--- src/rtl/rvdec_pkg.sv ---
`default_nettype none

package rvdec_pkg;

  localparam int unsigned InstrWidth = 32;
  localparam int unsigned OpWidth    = 6;
  localparam int unsigned RegIdWidth = 5;
  localparam int unsigned ImmWidth   = 32;

  // Result beat: operation, dest, src1, src2, immediate; padded to whole bytes.
  localparam int unsigned ResultBits   = OpWidth + 3 * RegIdWidth + ImmWidth;
  localparam int unsigned ResultTWidth = ((ResultBits + 7) / 8) * 8;

  localparam logic [6:0] OPC_LUI    = 7'h37;
  localparam logic [6:0] OPC_AUIPC  = 7'h17;
  localparam logic [6:0] OPC_OPIMM  = 7'h13;
  localparam logic [6:0] OPC_OP     = 7'h33;
  localparam logic [6:0] OPC_FENCE  = 7'h0F;
  localparam logic [6:0] OPC_SYSTEM = 7'h73;
  localparam logic [6:0] OPC_LOAD   = 7'h03;
  localparam logic [6:0] OPC_STORE  = 7'h23;
  localparam logic [6:0] OPC_JAL    = 7'h6F;
  localparam logic [6:0] OPC_JALR   = 7'h67;
  localparam logic [6:0] OPC_BRANCH = 7'h63;

  localparam logic [6:0] F7_BASE  = 7'h00;
  localparam logic [6:0] F7_MEXT  = 7'h01;
  localparam logic [6:0] F7_ALT   = 7'h20;
  localparam logic [6:0] F7_SRET  = 7'h08;
  localparam logic [6:0] F7_SFENC = 7'h09;
  localparam logic [6:0] F7_MRET  = 7'h18;

  localparam logic [4:0] F5_ECALL  = 5'd0;
  localparam logic [4:0] F5_EBREAK = 5'd1;
  localparam logic [4:0] F5_RET    = 5'd2;
  localparam logic [4:0] F5_WFI    = 5'd5;

  localparam logic [4:0] SHIFT_HI_SRL = 5'd0;
  localparam logic [4:0] SHIFT_HI_SRA = 5'd8;

  localparam logic [OpWidth-1:0] OP_LUI     = 6'd0;
  localparam logic [OpWidth-1:0] OP_AUIPC   = 6'd1;
  localparam logic [OpWidth-1:0] OP_ADDI    = 6'd2;
  localparam logic [OpWidth-1:0] OP_SLTI    = 6'd3;
  localparam logic [OpWidth-1:0] OP_SLTIU   = 6'd4;
  localparam logic [OpWidth-1:0] OP_XORI    = 6'd5;
  localparam logic [OpWidth-1:0] OP_ORI     = 6'd6;
  localparam logic [OpWidth-1:0] OP_ANDI    = 6'd7;
  localparam logic [OpWidth-1:0] OP_SLLI    = 6'd8;
  localparam logic [OpWidth-1:0] OP_SRLI    = 6'd9;
  localparam logic [OpWidth-1:0] OP_SRAI    = 6'd10;
  localparam logic [OpWidth-1:0] OP_ADD     = 6'd11;
  localparam logic [OpWidth-1:0] OP_MUL     = 6'd12;
  localparam logic [OpWidth-1:0] OP_SUB     = 6'd13;
  localparam logic [OpWidth-1:0] OP_SLL     = 6'd14;
  localparam logic [OpWidth-1:0] OP_MULH    = 6'd15;
  localparam logic [OpWidth-1:0] OP_SLT     = 6'd16;
  localparam logic [OpWidth-1:0] OP_MULHSU  = 6'd17;
  localparam logic [OpWidth-1:0] OP_SLTU    = 6'd18;
  localparam logic [OpWidth-1:0] OP_MULHU   = 6'd19;
  localparam logic [OpWidth-1:0] OP_XOR     = 6'd20;
  localparam logic [OpWidth-1:0] OP_DIV     = 6'd21;
  localparam logic [OpWidth-1:0] OP_SRL     = 6'd22;
  localparam logic [OpWidth-1:0] OP_DIVU    = 6'd23;
  localparam logic [OpWidth-1:0] OP_SRA     = 6'd24;
  localparam logic [OpWidth-1:0] OP_OR      = 6'd25;
  localparam logic [OpWidth-1:0] OP_REM     = 6'd26;
  localparam logic [OpWidth-1:0] OP_AND     = 6'd27;
  localparam logic [OpWidth-1:0] OP_REMU    = 6'd28;
  localparam logic [OpWidth-1:0] OP_FENCE   = 6'd29;
  localparam logic [OpWidth-1:0] OP_FENCE_I = 6'd30;
  localparam logic [OpWidth-1:0] OP_ECALL   = 6'd31;
  localparam logic [OpWidth-1:0] OP_EBREAK  = 6'd32;
  localparam logic [OpWidth-1:0] OP_WFI     = 6'd33;
  localparam logic [OpWidth-1:0] OP_SFENCE  = 6'd34;
  localparam logic [OpWidth-1:0] OP_CSRRW   = 6'd35;
  localparam logic [OpWidth-1:0] OP_CSRRS   = 6'd36;
  localparam logic [OpWidth-1:0] OP_CSRRC   = 6'd37;
  localparam logic [OpWidth-1:0] OP_CSRRWI  = 6'd38;
  localparam logic [OpWidth-1:0] OP_CSRRSI  = 6'd39;
  localparam logic [OpWidth-1:0] OP_CSRRCI  = 6'd40;
  localparam logic [OpWidth-1:0] OP_LB      = 6'd41;
  localparam logic [OpWidth-1:0] OP_LH      = 6'd42;
  localparam logic [OpWidth-1:0] OP_LW      = 6'd43;
  localparam logic [OpWidth-1:0] OP_LBU     = 6'd44;
  localparam logic [OpWidth-1:0] OP_LHU     = 6'd45;
  localparam logic [OpWidth-1:0] OP_SB      = 6'd46;
  localparam logic [OpWidth-1:0] OP_SH      = 6'd47;
  localparam logic [OpWidth-1:0] OP_SW      = 6'd48;
  localparam logic [OpWidth-1:0] OP_JAL     = 6'd49;
  localparam logic [OpWidth-1:0] OP_JALR    = 6'd50;
  localparam logic [OpWidth-1:0] OP_BEQ     = 6'd51;
  localparam logic [OpWidth-1:0] OP_BNE     = 6'd52;
  localparam logic [OpWidth-1:0] OP_BLT     = 6'd53;
  localparam logic [OpWidth-1:0] OP_BGE     = 6'd54;
  localparam logic [OpWidth-1:0] OP_BLTU    = 6'd55;
  localparam logic [OpWidth-1:0] OP_BGEU    = 6'd56;
  localparam logic [OpWidth-1:0] OP_RETNOP  = 6'd57;

  typedef struct packed {
    logic [ImmWidth-1:0]   immediate;
    logic [RegIdWidth-1:0] src2_index;
    logic [RegIdWidth-1:0] src1_index;
    logic [RegIdWidth-1:0] dest_index;
    logic [OpWidth-1:0]    operation;
  } result_t;

endpackage

`default_nettype wire

--- src/rtl/rv32im_instruction_decoder.sv ---
`default_nettype none

// Decodes one RV32IM instruction word per beat into an operation number, the three register
// indices and the immediate of its format, sign-extended but zero-extended for CSR operations;
// illegal encodings raise tuser with operation and immediate forced to zero. A word is taken
// every cycle while the result side is not stalled; it is held in the input register, decoded,
// and its result is held in the result register, the two registers that frame the decode logic.
// Back-pressure on the result side stalls both stages in place.
module rv32im_instruction_decoder
  import rvdec_pkg::*;
(
  input  wire logic                    clk_i,
  input  wire logic                    rst_ni,
  input  wire logic                    s_axis_tvalid_i,
  output logic                         s_axis_tready_o,
  // Fields from bit 0 up: instruction_word.
  input  wire logic [InstrWidth-1:0]   s_axis_tdata_i,
  output logic                         m_axis_tvalid_o,
  input  wire logic                    m_axis_tready_i,
  // Fields from bit 0 up: operation, dest_index, src1_index, src2_index, immediate, zero pad.
  output logic [ResultTWidth-1:0]      m_axis_tdata_o,
  // Fields from bit 0 up: illegal.
  output logic                         m_axis_tuser_o
);

  logic                  in_valid_q, in_valid_d;
  logic [InstrWidth-1:0] word_q;
  logic                  out_valid_q, out_valid_d;
  result_t               res_q, res_d;
  logic                  illegal_q, illegal_d;
  logic                  s_beat, out_free, advance;

  assign out_free        = !out_valid_q || m_axis_tready_i;
  assign advance         = in_valid_q && out_free;
  assign s_axis_tready_o = !in_valid_q || out_free;
  assign s_beat          = s_axis_tvalid_i && s_axis_tready_o;

  always_comb begin
    in_valid_d = in_valid_q;
    if (s_beat) begin
      in_valid_d = 1'b1;
    end else if (advance) begin
      in_valid_d = 1'b0;
    end
    out_valid_d = out_valid_q;
    if (advance) begin
      out_valid_d = 1'b1;
    end else if (m_axis_tready_i) begin
      out_valid_d = 1'b0;
    end
  end

  logic [6:0]          opc, f7;
  logic [2:0]          f3;
  logic [4:0]          f5;
  logic [ImmWidth-1:0] imm_i, imm_s, imm_b, imm_u, imm_j, imm_csr, imm;
  logic [OpWidth-1:0]  op;
  logic                legal;

  assign opc     = word_q[6:0];
  assign f3      = word_q[14:12];
  assign f5      = word_q[24:20];
  assign f7      = word_q[31:25];
  assign imm_i   = {{20{word_q[31]}}, word_q[31:20]};
  assign imm_s   = {{20{word_q[31]}}, word_q[31:25], word_q[11:7]};
  assign imm_b   = {{19{word_q[31]}}, word_q[31], word_q[7], word_q[30:25], word_q[11:8], 1'b0};
  assign imm_u   = {word_q[31:12], 12'h000};
  assign imm_j   = {{11{word_q[31]}}, word_q[31], word_q[19:12], word_q[20], word_q[30:21],
                    1'b0};
  assign imm_csr = {20'h00000, word_q[31:20]};

  always_comb begin
    op    = OP_LUI;
    legal = 1'b1;
    imm   = '0;
    case (opc)
      OPC_LUI: begin
        op  = OP_LUI;
        imm = imm_u;
      end
      OPC_AUIPC: begin
        op  = OP_AUIPC;
        imm = imm_u;
      end
      OPC_OPIMM: begin
        imm = imm_i;
        case (f3)
          3'd0: op = OP_ADDI;
          3'd1: op = OP_SLLI;
          3'd2: op = OP_SLTI;
          3'd3: op = OP_SLTIU;
          3'd4: op = OP_XORI;
          3'd5: begin
            if (word_q[31:27] == SHIFT_HI_SRL) begin
              op = OP_SRLI;
            end else if (word_q[31:27] == SHIFT_HI_SRA) begin
              op = OP_SRAI;
            end else begin
              legal = 1'b0;
            end
          end
          3'd6: op = OP_ORI;
          default: op = OP_ANDI;
        endcase
      end
      OPC_OP: begin
        if (f7 == F7_BASE) begin
          case (f3)
            3'd0: op = OP_ADD;
            3'd1: op = OP_SLL;
            3'd2: op = OP_SLT;
            3'd3: op = OP_SLTU;
            3'd4: op = OP_XOR;
            3'd5: op = OP_SRL;
            3'd6: op = OP_OR;
            default: op = OP_AND;
          endcase
        end else if (f7 == F7_MEXT) begin
          case (f3)
            3'd0: op = OP_MUL;
            3'd1: op = OP_MULH;
            3'd2: op = OP_MULHSU;
            3'd3: op = OP_MULHU;
            3'd4: op = OP_DIV;
            3'd5: op = OP_DIVU;
            3'd6: op = OP_REM;
            default: op = OP_REMU;
          endcase
        end else if (f7 == F7_ALT && f3 == 3'd0) begin
          op = OP_SUB;
        end else if (f7 == F7_ALT && f3 == 3'd5) begin
          op = OP_SRA;
        end else begin
          legal = 1'b0;
        end
      end
      OPC_FENCE: begin
        if (f3 == 3'd0) begin
          op = OP_FENCE;
        end else if (f3 == 3'd1) begin
          op = OP_FENCE_I;
        end else begin
          legal = 1'b0;
        end
      end
      OPC_SYSTEM: begin
        if (f3 == 3'd0) begin
          if (f7 == F7_BASE && f5 == F5_ECALL) begin
            op = OP_ECALL;
          end else if (f7 == F7_BASE && f5 == F5_EBREAK) begin
            op = OP_EBREAK;
          end else if ((f7 == F7_BASE || f7 == F7_SRET || f7 == F7_MRET) && f5 == F5_RET) begin
            op = OP_RETNOP;
          end else if (f7 == F7_SRET && f5 == F5_WFI) begin
            op = OP_WFI;
          end else if (f7 == F7_SFENC) begin
            op = OP_SFENCE;
          end else begin
            legal = 1'b0;
          end
        end else begin
          imm = imm_csr;
          case (f3)
            3'd1: op = OP_CSRRW;
            3'd2: op = OP_CSRRS;
            3'd3: op = OP_CSRRC;
            3'd5: op = OP_CSRRWI;
            3'd6: op = OP_CSRRSI;
            3'd7: op = OP_CSRRCI;
            default: legal = 1'b0;
          endcase
        end
      end
      OPC_LOAD: begin
        imm = imm_i;
        case (f3)
          3'd0: op = OP_LB;
          3'd1: op = OP_LH;
          3'd2: op = OP_LW;
          3'd4: op = OP_LBU;
          3'd5: op = OP_LHU;
          default: legal = 1'b0;
        endcase
      end
      OPC_STORE: begin
        imm = imm_s;
        case (f3)
          3'd0: op = OP_SB;
          3'd1: op = OP_SH;
          3'd2: op = OP_SW;
          default: legal = 1'b0;
        endcase
      end
      OPC_JAL: begin
        op  = OP_JAL;
        imm = imm_j;
      end
      OPC_JALR: begin
        op  = OP_JALR;
        imm = imm_i;
      end
      OPC_BRANCH: begin
        imm = imm_b;
        case (f3)
          3'd0: op = OP_BEQ;
          3'd1: op = OP_BNE;
          3'd4: op = OP_BLT;
          3'd5: op = OP_BGE;
          3'd6: op = OP_BLTU;
          3'd7: op = OP_BGEU;
          default: legal = 1'b0;
        endcase
      end
      default: legal = 1'b0;
    endcase
  end

  always_comb begin
    res_d.operation  = legal ? op : OP_LUI;
    res_d.immediate  = legal ? imm : '0;
    res_d.dest_index = word_q[11:7];
    res_d.src1_index = word_q[19:15];
    res_d.src2_index = word_q[24:20];
    illegal_d        = !legal;
  end

  always_ff @(posedge clk_i or negedge rst_ni) begin
    if (!rst_ni) begin
      in_valid_q  <= 1'b0;
      out_valid_q <= 1'b0;
    end else begin
      in_valid_q  <= in_valid_d;
      out_valid_q <= out_valid_d;
    end
  end

  always_ff @(posedge clk_i) begin
    if (s_beat) begin
      word_q <= s_axis_tdata_i;
    end
    if (advance) begin
      res_q     <= res_d;
      illegal_q <= illegal_d;
    end
  end

  assign m_axis_tvalid_o = out_valid_q;
  assign m_axis_tdata_o  = {{(ResultTWidth - ResultBits){1'b0}}, res_q};
  assign m_axis_tuser_o  = illegal_q;

  assert property (@(posedge clk_i) disable iff (!rst_ni)
    (m_axis_tvalid_o && m_axis_tuser_o) |-> (res_q.operation == OP_LUI && res_q.immediate == '0))
    else $error("illegal beat carries a non-zero operation or immediate");

  assert property (@(posedge clk_i) disable iff (!rst_ni)
    m_axis_tvalid_o |-> (res_q.operation <= OP_RETNOP))
    else $error("operation number out of range");

  assert property (@(posedge clk_i) disable iff (!rst_ni)
    (in_valid_q && !out_valid_q) |=> m_axis_tvalid_o)
    else $error("decoded word did not reach the result register");

  assert property (@(posedge clk_i) disable iff (!rst_ni)
    !s_axis_tready_o |-> (in_valid_q && out_valid_q && !m_axis_tready_i))
    else $error("input stalled without a full pipeline");

endmodule

`default_nettype wire

--- config.mk ---
export PLATFORM = sky130hd
export DESIGN_NAME = rv32im_instruction_decoder
export DESIGN_NICKNAME = d
export VERILOG_FILES = /design/src/rtl/rvdec_pkg.sv /design/src/rtl/rv32im_instruction_decoder.sv
export SDC_FILE = /design/constraint.sdc
export NUM_CORES = 1
export LEC_CHECK = 0
export ABC_AREA = 1
export BUFFER_PORTS_ARGS = -buffer_cell sky130_fd_sc_hd__buf_2
export CAP_MARGIN = 20
export CORE_MARGIN = 8
export CORE_UTILIZATION = 50
export DETAILED_ROUTE_END_ITERATION = 8
export GPL_TIMING_DRIVEN = 0
export PLACE_DENSITY = 0.73
export RECOVER_POWER = 100
export SLEW_MARGIN = 20
export SYNTH_ARGS = -nofsm -noshare
export SYNTH_HDL_FRONTEND = slang
export SYNTH_SLANG_ARGS = --single-unit
--- constraint.sdc ---
create_clock -name clk_i -period 4.24 [get_ports clk_i]
set_clock_uncertainty 0.05 [all_clocks]
set_input_delay 0.848 -clock clk_i [delete_from_list [all_inputs] [get_ports clk_i]]
set_output_delay 0.848 -clock clk_i [all_outputs]
set_load 0.1 [all_outputs]
== Yosys cells after proc, flatten, opt, wreduce, memory -nomap -nowiden ==
Index checks and enable logic that the tools add are counted.

* Equal/unequal tests: 27
* Mux-type cells: 48
* Reductions and logical operators: 28

{| class="wikitable"
|+ Operators by type and width
! kind !! number
|-
| $pmux W32 S6 || 1
|-
| $pmux W6 S6 || 2
|-
| $pmux W5 S7 || 2
|-
| $pmux W6 S10 || 1
|-
| $mux W6 || 8
|-
| $pmux W6 S5 || 1
|-
| $eq A7 B6 Y1 const B || 4
|-
| $eq A7 B7 Y1 const B || 4
|-
| $pmux W4 S7 || 1
|-
| $mux W1 || 23
|-
| $eq A7 B4 Y1 const B || 3
|-
| $eq A7 B5 Y1 const B || 3
|-
| $mux W5 || 4
|-
| $pmux W6 S3 || 1
|-
| $eq A3 B3 Y1 const B || 4
|-
| $mux W12 || 1
|-
| $reduce_or A6 Y1 || 2
|-
| $logic_not A5 Y1 || 2
|-
| $logic_and A1 B1 Y1 || 8
|-
| $mux W4 || 2
|-
| $pmux W1 S8 || 1
|-
| $eq A7 B1 Y1 const B || 1
|-
| $eq A7 B2 Y1 const B || 1
|-
| $logic_not A7 Y1 || 1
|-
| 14 further kinds || 22
|}

* Bits in registers: 88
* Input bits: 36
* Output and inout bits: 59
* Word-level logic and storage cells: 112

== Depth between registers and ports, before layout ==
Gate-level depths: netlist of run 1.

* Word-level depth: 10
* Mapped depth: 12
* Mapped depth without buffers: 12

== Worst setup path before layout of run 1 ==
No wires, ideal clock.

* Path type: flip-flop to flip-flop
* Start: reg out_valid_q, in the netlist m_axis_tvalid_o
* End: reg res_q (netlist bit m_axis_tdata_o[0]) (enable)
* Setup time: 483 ps
* Arrival time: 3570 ps
* Data required time: 3707 ps
* Slack: 137 ps
* Cell stages (with the launch flop): 2
* Buffers on the path: 0
* Period minus slack after synthesis: 4103 ps
* Path through: dfrtp_1 > a21oi_1

* Longest elaborated chain between the ends: 3

{| class="wikitable"
|+ RTL lines
! item !! line !! source
|-
| start, declared || rv32im_instruction_decoder.sv:28 || <nowiki>logic out_valid_q, out_valid_d;</nowiki>
|-
| start signal, assigned || rv32im_instruction_decoder.sv:233 || <nowiki>out_valid_q <= out_valid_d;</nowiki>
|-
| $logic_not A1 Y1 || rv32im_instruction_decoder.sv:33 || <nowiki>assign out_free = !out_valid_q || m_axis_tready_i;</nowiki>
|-
| $logic_or A1 B1 Y1 || rv32im_instruction_decoder.sv:33 ||
|-
| $logic_and A1 B1 Y1 || rv32im_instruction_decoder.sv:34 || <nowiki>assign advance = in_valid_q && out_free;</nowiki>
|-
| via advance || rv32im_instruction_decoder.sv:31 || <nowiki>logic s_beat, out_free, advance;</nowiki>
|-
| end signal, assigned || rv32im_instruction_decoder.sv:242 || <nowiki>res_q <= res_d;</nowiki>
|-
| end, declared || rv32im_instruction_decoder.sv:29 || <nowiki>result_t res_q, res_d;</nowiki>
|}

The timed path passes the listed nets, and every way through them passes these cells.
A chain may end at the register's enable or synchronous reset.

== Worst setup path in the final report of run 1 ==
* Start: reg word_q[13]
* End: reg res_q (netlist bit m_axis_tdata_o[0]), data pin

* Longest elaborated chain between the ends: 7
* Elaborated cells on any way between the ends: 40
* Classes of those cells: eq/ne: 7; mux: 26; reduce/logical: 7

{| class="wikitable"
|+ RTL lines
! item !! line !! source
|-
| start, declared || rv32im_instruction_decoder.sv:27 || <nowiki>logic [InstrWidth-1:0] word_q;</nowiki>
|-
| start signal, assigned || rv32im_instruction_decoder.sv:239 || <nowiki>word_q <= s_axis_tdata_i;</nowiki>
|-
| $eq A3 B3 Y1 || - ||
|-
| $logic_and A1 B1 Y1 || rv32im_instruction_decoder.sv:131 || <nowiki>end else if (f7 == F7_ALT && f3 == 3'd5) begin</nowiki>
|-
| $mux W1 || rv32im_instruction_decoder.sv:131 ||
|-
| $mux W1 || rv32im_instruction_decoder.sv:129 || <nowiki>end else if (f7 == F7_ALT && f3 == 3'd0) begin</nowiki>
|-
| $mux W1 || rv32im_instruction_decoder.sv:118 || <nowiki>end else if (f7 == F7_MEXT) begin</nowiki>
|-
| $mux W1 || rv32im_instruction_decoder.sv:107 || <nowiki>if (f7 == F7_BASE) begin</nowiki>
|-
| $pmux W1 S8 || rv32im_instruction_decoder.sv:76 || <nowiki>case (opc)</nowiki>
|}

Parallel ways exist; a longest one is shown, timed or not.

==> results.yml, run 1 <==
outcome:
  status: "complete, no violations"
synthesis:
  ys_seq_area_frac: 0.557
  synth_simple_gate_area_frac: 0.264
  syn_avg_cell_area_um2: 9.40
  syn_inst: 503
  synth_xor_area_frac: 0
  synth_compound_area_frac: 0.0956
  yosys_warnings: 0
  yosys.area_share.adder: 0.0159
  async_flop_share: 0.0227
  synth-edff-count: 86
  synth_top_family_by_area: "simple AND/OR/NAND/NOR gates"
  ys_types: 36
  ys_ff_latch: 88
  synthesis.area_mm2: 0.00473
  synth.area.mux_share: 0
  ys.flop_type: "edfxtp_1"
setup_path:
  path_max_fanout: 9
  cp.required_ns: 4.32
  critPathKind: "flip-flop to flip-flop"
  r2r-start: "word_q[13]$_DFFE_PP_"
  start_kind: "flip-flop"
  cp-end-kind: "flip-flop"
  rr_worst_depth: 10
  rrSetupSlack_ns: 1.15
  arrival_ns: 3.17
  r2r-end: "m_axis_tdata_o[0]$_SDFFCE_PN0P_"
routing:
  viasPerCell: 5.20
  drt_wl_total_um: 11600
  wire_per_inst_um: 15.9
  drc_errors: 0
  drt_first_pass_iters: 5
  num_vias: 3774
  drtAntennaViolNets: 0
  drt_iter0_drc: 191
cts:
  cts_buffer_depth: 2
  cts-htree-levels: 3
  cts_setup_buffers: 0
  clkLatencyLatePin_ns: 0.38
  cts_tree: "built"
  cts.clk_slew.worst_paths_ns: 0.09
  clkSinkCount: 88
  ctsRootBufferMaster: "clkbuf_8"
  ctsResizeCount: 0
  cts_buffers: 9
  ctsHoldBuffers: 0
layout:
  antenna_cells: 0
  layout.nets: 652
  syn_to_final_growth_pct: 13.0
  final_cell_area_mm2: 0.00534
  drive_above_1_share: 0.163
  utilization: 0.581
sta:
  layout_min_cycle_time_ns: 3.09
  fin_crit_sh: 0.728
  slew_viol_final: 0
  slew_headroom: 0.113
  hold_viol: 0
  max_freq_ghz: 0.324
  rsz0062_at_grt: "false"
  worstMarginPinSlew_ns: 1.33
  finalSetupViolCount: 0
pwr:
  p_per_area_mw_per_mm2: 419
  ir_drop_v: 0.000278
  leakage_nw: 2.22
  net-switching-power_uw: 898
  p_int_mw: 1.34
  p_seq_frac: 0.483
  clkPwrFrac: 0.257
  switching_share: 0.401
  power_frac_comb: 0.260
grt:
  grt_max_degree: 29
  overflow: 0
  grt_pass1_wl_um: 18700
  grtUsageTotal: 0.187
  antenna_found_initial: 0
  grt_pass1_vias: 3646
place:
  io_buffers: 91
  dp_hpwl_um: 9000
  globalplace.congestion: 0.889
  placed_area_mm2: 0.00542
flow_run:
  maxCapViolCount: 0
floorplan:
  die_h_um: 113
  rows: 35
  die_x_um: 113
  io_pins: 95
  core_mm2: 0.00920
  initial_core_util: 0.514
  die_area_mm2: 0.0128
worst_hold_path:
  min_path_type: "input port to asynchronous set/reset pin"
==> worst max path at each step <==
stage,startpoint,to,slack (ns)
finish,word_q[13]$_DFFE_PP_,m_axis_tdata_o[0]$_SDFFCE_PN0P_,1.15
global route,word_q[13]$_DFFE_PP_,m_axis_tdata_o[0]$_SDFFCE_PN0P_,0.92
CTS,m_axis_tready_i,s_axis_tready_o,1.77
detailed placement,m_axis_tready_i,s_axis_tready_o,1.76
global placement,m_axis_tready_i,m_axis_tdata_o[1]$_SDFFCE_PN0P_,-0.74
floorplan,m_axis_tvalid_o$_DFFE_PN0P_,m_axis_tdata_o[0]$_SDFFCE_PN0P_,0.14
==> flip-flops by register name, indices dropped and copies added (netlist names) <==
| name | count |
|---|---|
| m_axis_tdata_o | 53 |
| word_q | 32 |
| in_valid_q | 1 |
| m_axis_tuser_o | 1 |
| m_axis_tvalid_o | 1 |
==> power groups by stage <==
stage	clock network [mW]	logic, mW	registers (mW)
after floorplan	0	0.146	1.45
after global placement	0	0.598	1.10
after detailed placement	0	0.624	1.10
after CTS	0.581	0.626	1.08
after global routing	0.614	0.609	1.09
final	0.575	0.582	1.08
==> area by class of cell <==
type                       count  area [um2]
buffer                        13        97.6
clock buffer                   9         124
clock inverter                 7        70.1
fill                         880        3850
inverter                      58         218
multi-input combinational    346        1670
sequential                    88        2630
tap                          111         139
timing repair buffer          94         395
==> cell families (layout without fill, tap and decap cells) <==
family,count (synthesis),in the layout
DFF,88,88
buffers and inverters,71,181
adders and majority gates,6,6
AOI/OAI and AO/OA,61,61
and+or+nand+nor,276,276
other,1,3
==> worst max-delay path: stages, from the launching register on <==
cell and delay (ns):
edfxtp_1 0.53, inv_1 0.39, nand2_1 0.26, nor2_1 0.19, nand2_1 0.07, nand2_1 0.11
nand4_4 0.09, nor2_1 0.71, nand2_1 0.25, nand2_1 0.13, clkinv_1 0.06
==> cells in the final DEF, fill, tap and decap left out, types with 5 or more instances in the layout <==
master	count
edfxtp_1	86
nand3_1	42
a21oi_2	6
nand2_1	114
buf_2	37
clkbuf_8	9
buf_4	5
nor2_2	7
clkbuf_1	61
nor2_1	88
o21ai_0	5
inv_2	12
a21oi_1	42
ha_1	6
inv_1	44
==> stage by stage <==
step / cells / hold WS (ns) / power [mW] / setup slack (ns) / TNS [ns]
finish: 726 / 0.188 / 2.24 / 1.15 / 0
global route: 726 / 0.184 / 2.31 / 0.916 / 0
CTS: 726 / 0.185 / 2.28 / 1.77 / 0
detailed placement: 710 / 0.380 / 1.72 / 1.76 / 0
global placement: 707 / 0.377 / 1.70 / -0.743 / -39.83
floorplan: 505 / 0.368 / 1.60 / 0.137 / 0
==> metal layers <==
layer / global-route usage / wire [um]
met3: 0.0447 / 877
met5: 0 / 0
met1: 0.231 / 5050
met2: 0.305 / 5350
met4: 0.0808 / 280
==> synth_stat cells (2+ instances only) <==
master      n  area (um2)
a21oi_1    15        75.1
a21oi_2    33         289
buf_2       3        15.0
buf_4       5        37.5
buf_6       3        33.8
dfrtp_1     2        50.1
edfxtp_1   86        2580
ha_1        6        75.1
inv_1      43         161
inv_2      14        52.6
nand2_1   113         424
nand2_2     3        18.8
nand2_4     3        33.8
nand3_1    42         210
nand4_1     4        25.0
nor2_1     87         327
nor2_2      7        43.8
nor2_4      4        45.0
nor3_1      4        20.0
nor3b_1     4        30.0
o211ai_1    2        15.0
o21ai_0     5        25.0
o21bai_1    2        15.0
(Power assumes the default switching activity.)
==> inputs of run 2 (changes only) <==
PLACE_DENSITY = 0.76   (was 0.73)
clock period = 2.59 ns   (was 4.24 ns; I/O delays follow)
==> run 2 against run 1 <==
Against the previous run:
- routed wire length increased by 3.1%
- combinational power up 68%
- sequential power rose by 64%
- sequential cell count unchanged
- global-route usage is 0.48 points higher
- setup slack got worse by 0.95 ns
- total power up 70%
- clock power rose by 84%
- count of clock-buffer cells in the layout grew 1
- sequential share of layout area fell by 1.1 points
- worst hold slack better by 0.082 ns
- die area unchanged
==> results.yml, run 2 (synthesis gave the netlist of run 1 again) <==
outcome:
  status: "complete, no violations"
pwr:
  ir_drop_v: 0.000417
  leakage_nw: 2.25
  p_per_area_mw_per_mm2: 697
  power_mw: 3.81
routing:
  drt_iter0_drc: 269
  drtAntennaViolNets: 0
  drc_errors: 0
  viasPerCell: 5.24
  drt_first_pass_iters: 4
  drt_wl_total_um: 11900
  wire_per_inst_um: 16.4
  num_vias: 3801
place:
  dp_hpwl_um: 9280
  globalplace.congestion: 0.920
  placed_area_mm2: 0.00541
  place_inst: 709
  io_buffers: 91
layout:
  layout.nets: 652
  antenna_cells: 0
  syn_to_final_growth_pct: 15.6
  final_cell_mix: "nand2_1, nor2_1, edfxtp_1"
  final_common_cell: "nand2_1"
  largest_register_ffs: 53
  fin_cells: 726
  drive_above_1_share: 0.185
  final_cell_area_mm2: 0.00546
worst_hold_path:
  min_path_type: "input port to flip-flop"
grt:
  overflow: 0
  antenna_found_initial: 0
  grt_pass1_vias: 3855
  grt_max_degree: 33
  grt_pass1_wl_um: 19300
  grtUsageTotal: 0.191
cts:
  ctsRootBufferMaster: "clkbuf_8"
  ctsResizeCount: 0
  clkSinkCount: 88
  cts-htree-levels: 3
  cts.clk_slew.worst_paths_ns: 0.09
  ctsHoldBuffers: 1
  clkLatencyLatePin_ns: 0.37
  cts_setup_buffers: 0
  cts_buffers: 9
  cts_buffer_depth: 2
  cts_tree: "built"
setup_path:
  cp_num_buf_inv: 3
  path_max_fanout: 28
  cp_slowest_cell: "a21oi_1"
  start_kind: "flip-flop"
  arrival_ns: 2.41
  cp.required_ns: 2.61
  cp-end-kind: "flip-flop"
  crit_family: "buffers and inverters"
  slowest_delay_ns: 0.70
  critPathKind: "flip-flop to flip-flop"
  crit_chain: "inv_1 > a21oi_1 > clkbuf_2 > buf_16"
  rrSetupSlack_ns: 0.20
sta:
  layout_min_cycle_time_ns: 2.39
  hold_viol: 0
  slew_viol_final: 0
  rsz0062_at_grt: "false"
  max_freq_ghz: 0.418
  worstMarginPinSlew_ns: 1.24
  fin_crit_sh: 0.923
  tns_ns: 0
  slew_headroom: 0.175
  finalSetupViolCount: 0
floorplan:
  die_h_um: 113
  core_mm2: 0.00920
  initial_core_util: 0.514
  io_pins: 95
  die_x_um: 113
  rows: 35
  die_area_mm2: 0.0128
flow_run:
  maxCapViolCount: 0
## run 2: cell count changes in the layout (fill, tap and decap cells not counted), moves of 2 or more
cell / before / now
bufinv_16: 0 / 2
a21oi_2: 6 / 17
buf_4: 5 / 3
inv_2: 12 / 14
inv_6: 4 / 2
a21oi_1: 42 / 31
## run 2: final cells by class
cell class              instances  area (um2)
plain buffers                  13        92.6
clock buffers                  10         128
clock inverters                 6        92.6
fillers                       847        3730
inverters                      58         218
multi-input cells             346        1740
flip-flops and latches         88        2630
well taps                     111         139
repair buffers                 94         424
## run 2: power breakdown
part | switching [mW] | internal, mW
registers | 0.0630 | 1.71
logic | 0.854 | 0.121
clock network | 0.510 | 0.550
## run 2: metal layers
layer	routed length, um	share of wire	global-route usage	vias to the layer above
met1	5050	0.42	0.227	1761
li1	-	-	-	1887
met5	0	0	0	-
met4	215	0.018	0.0737	0
met3	1000	0.084	0.0602	17
met2	5650	0.47	0.318	136
## run 2: worst paths after layout
path | to | from | cells past startpoint
max in group asynchronous | m_axis_tvalid_o$_DFFE_PN0P_ | rst_ni | 2
hold / removal | word_q[7]$_DFFE_PP_ | s_axis_tdata_i[7] | 1
min in group asynchronous | in_valid_q$_DFFE_PN0P_ | rst_ni | 2
hold reg to reg | m_axis_tdata_o[11]$_DFFE_PP_ | word_q[15]$_DFFE_PP_ | 0
setup / recovery | m_axis_tdata_o[4]$_SDFFCE_PN0P_ | in_valid_q$_DFFE_PN0P_ | 4
setup reg to reg | m_axis_tdata_o[4]$_SDFFCE_PN0P_ | in_valid_q$_DFFE_PN0P_ | 4
## run 2: per-stage QoR
step | utilization | hold WS, ns | setup WS (ns)
floorplan | - | 0.172 | 0.0557
global placement | 0.582 | 0.254 | 0.209
detailed placement | 0.588 | 0.255 | 0.202
CTS | 0.613 | 0.268 | 0.202
global route | 0.594 | 0.258 | 0.00902
finish | 0.594 | 0.270 | 0.199
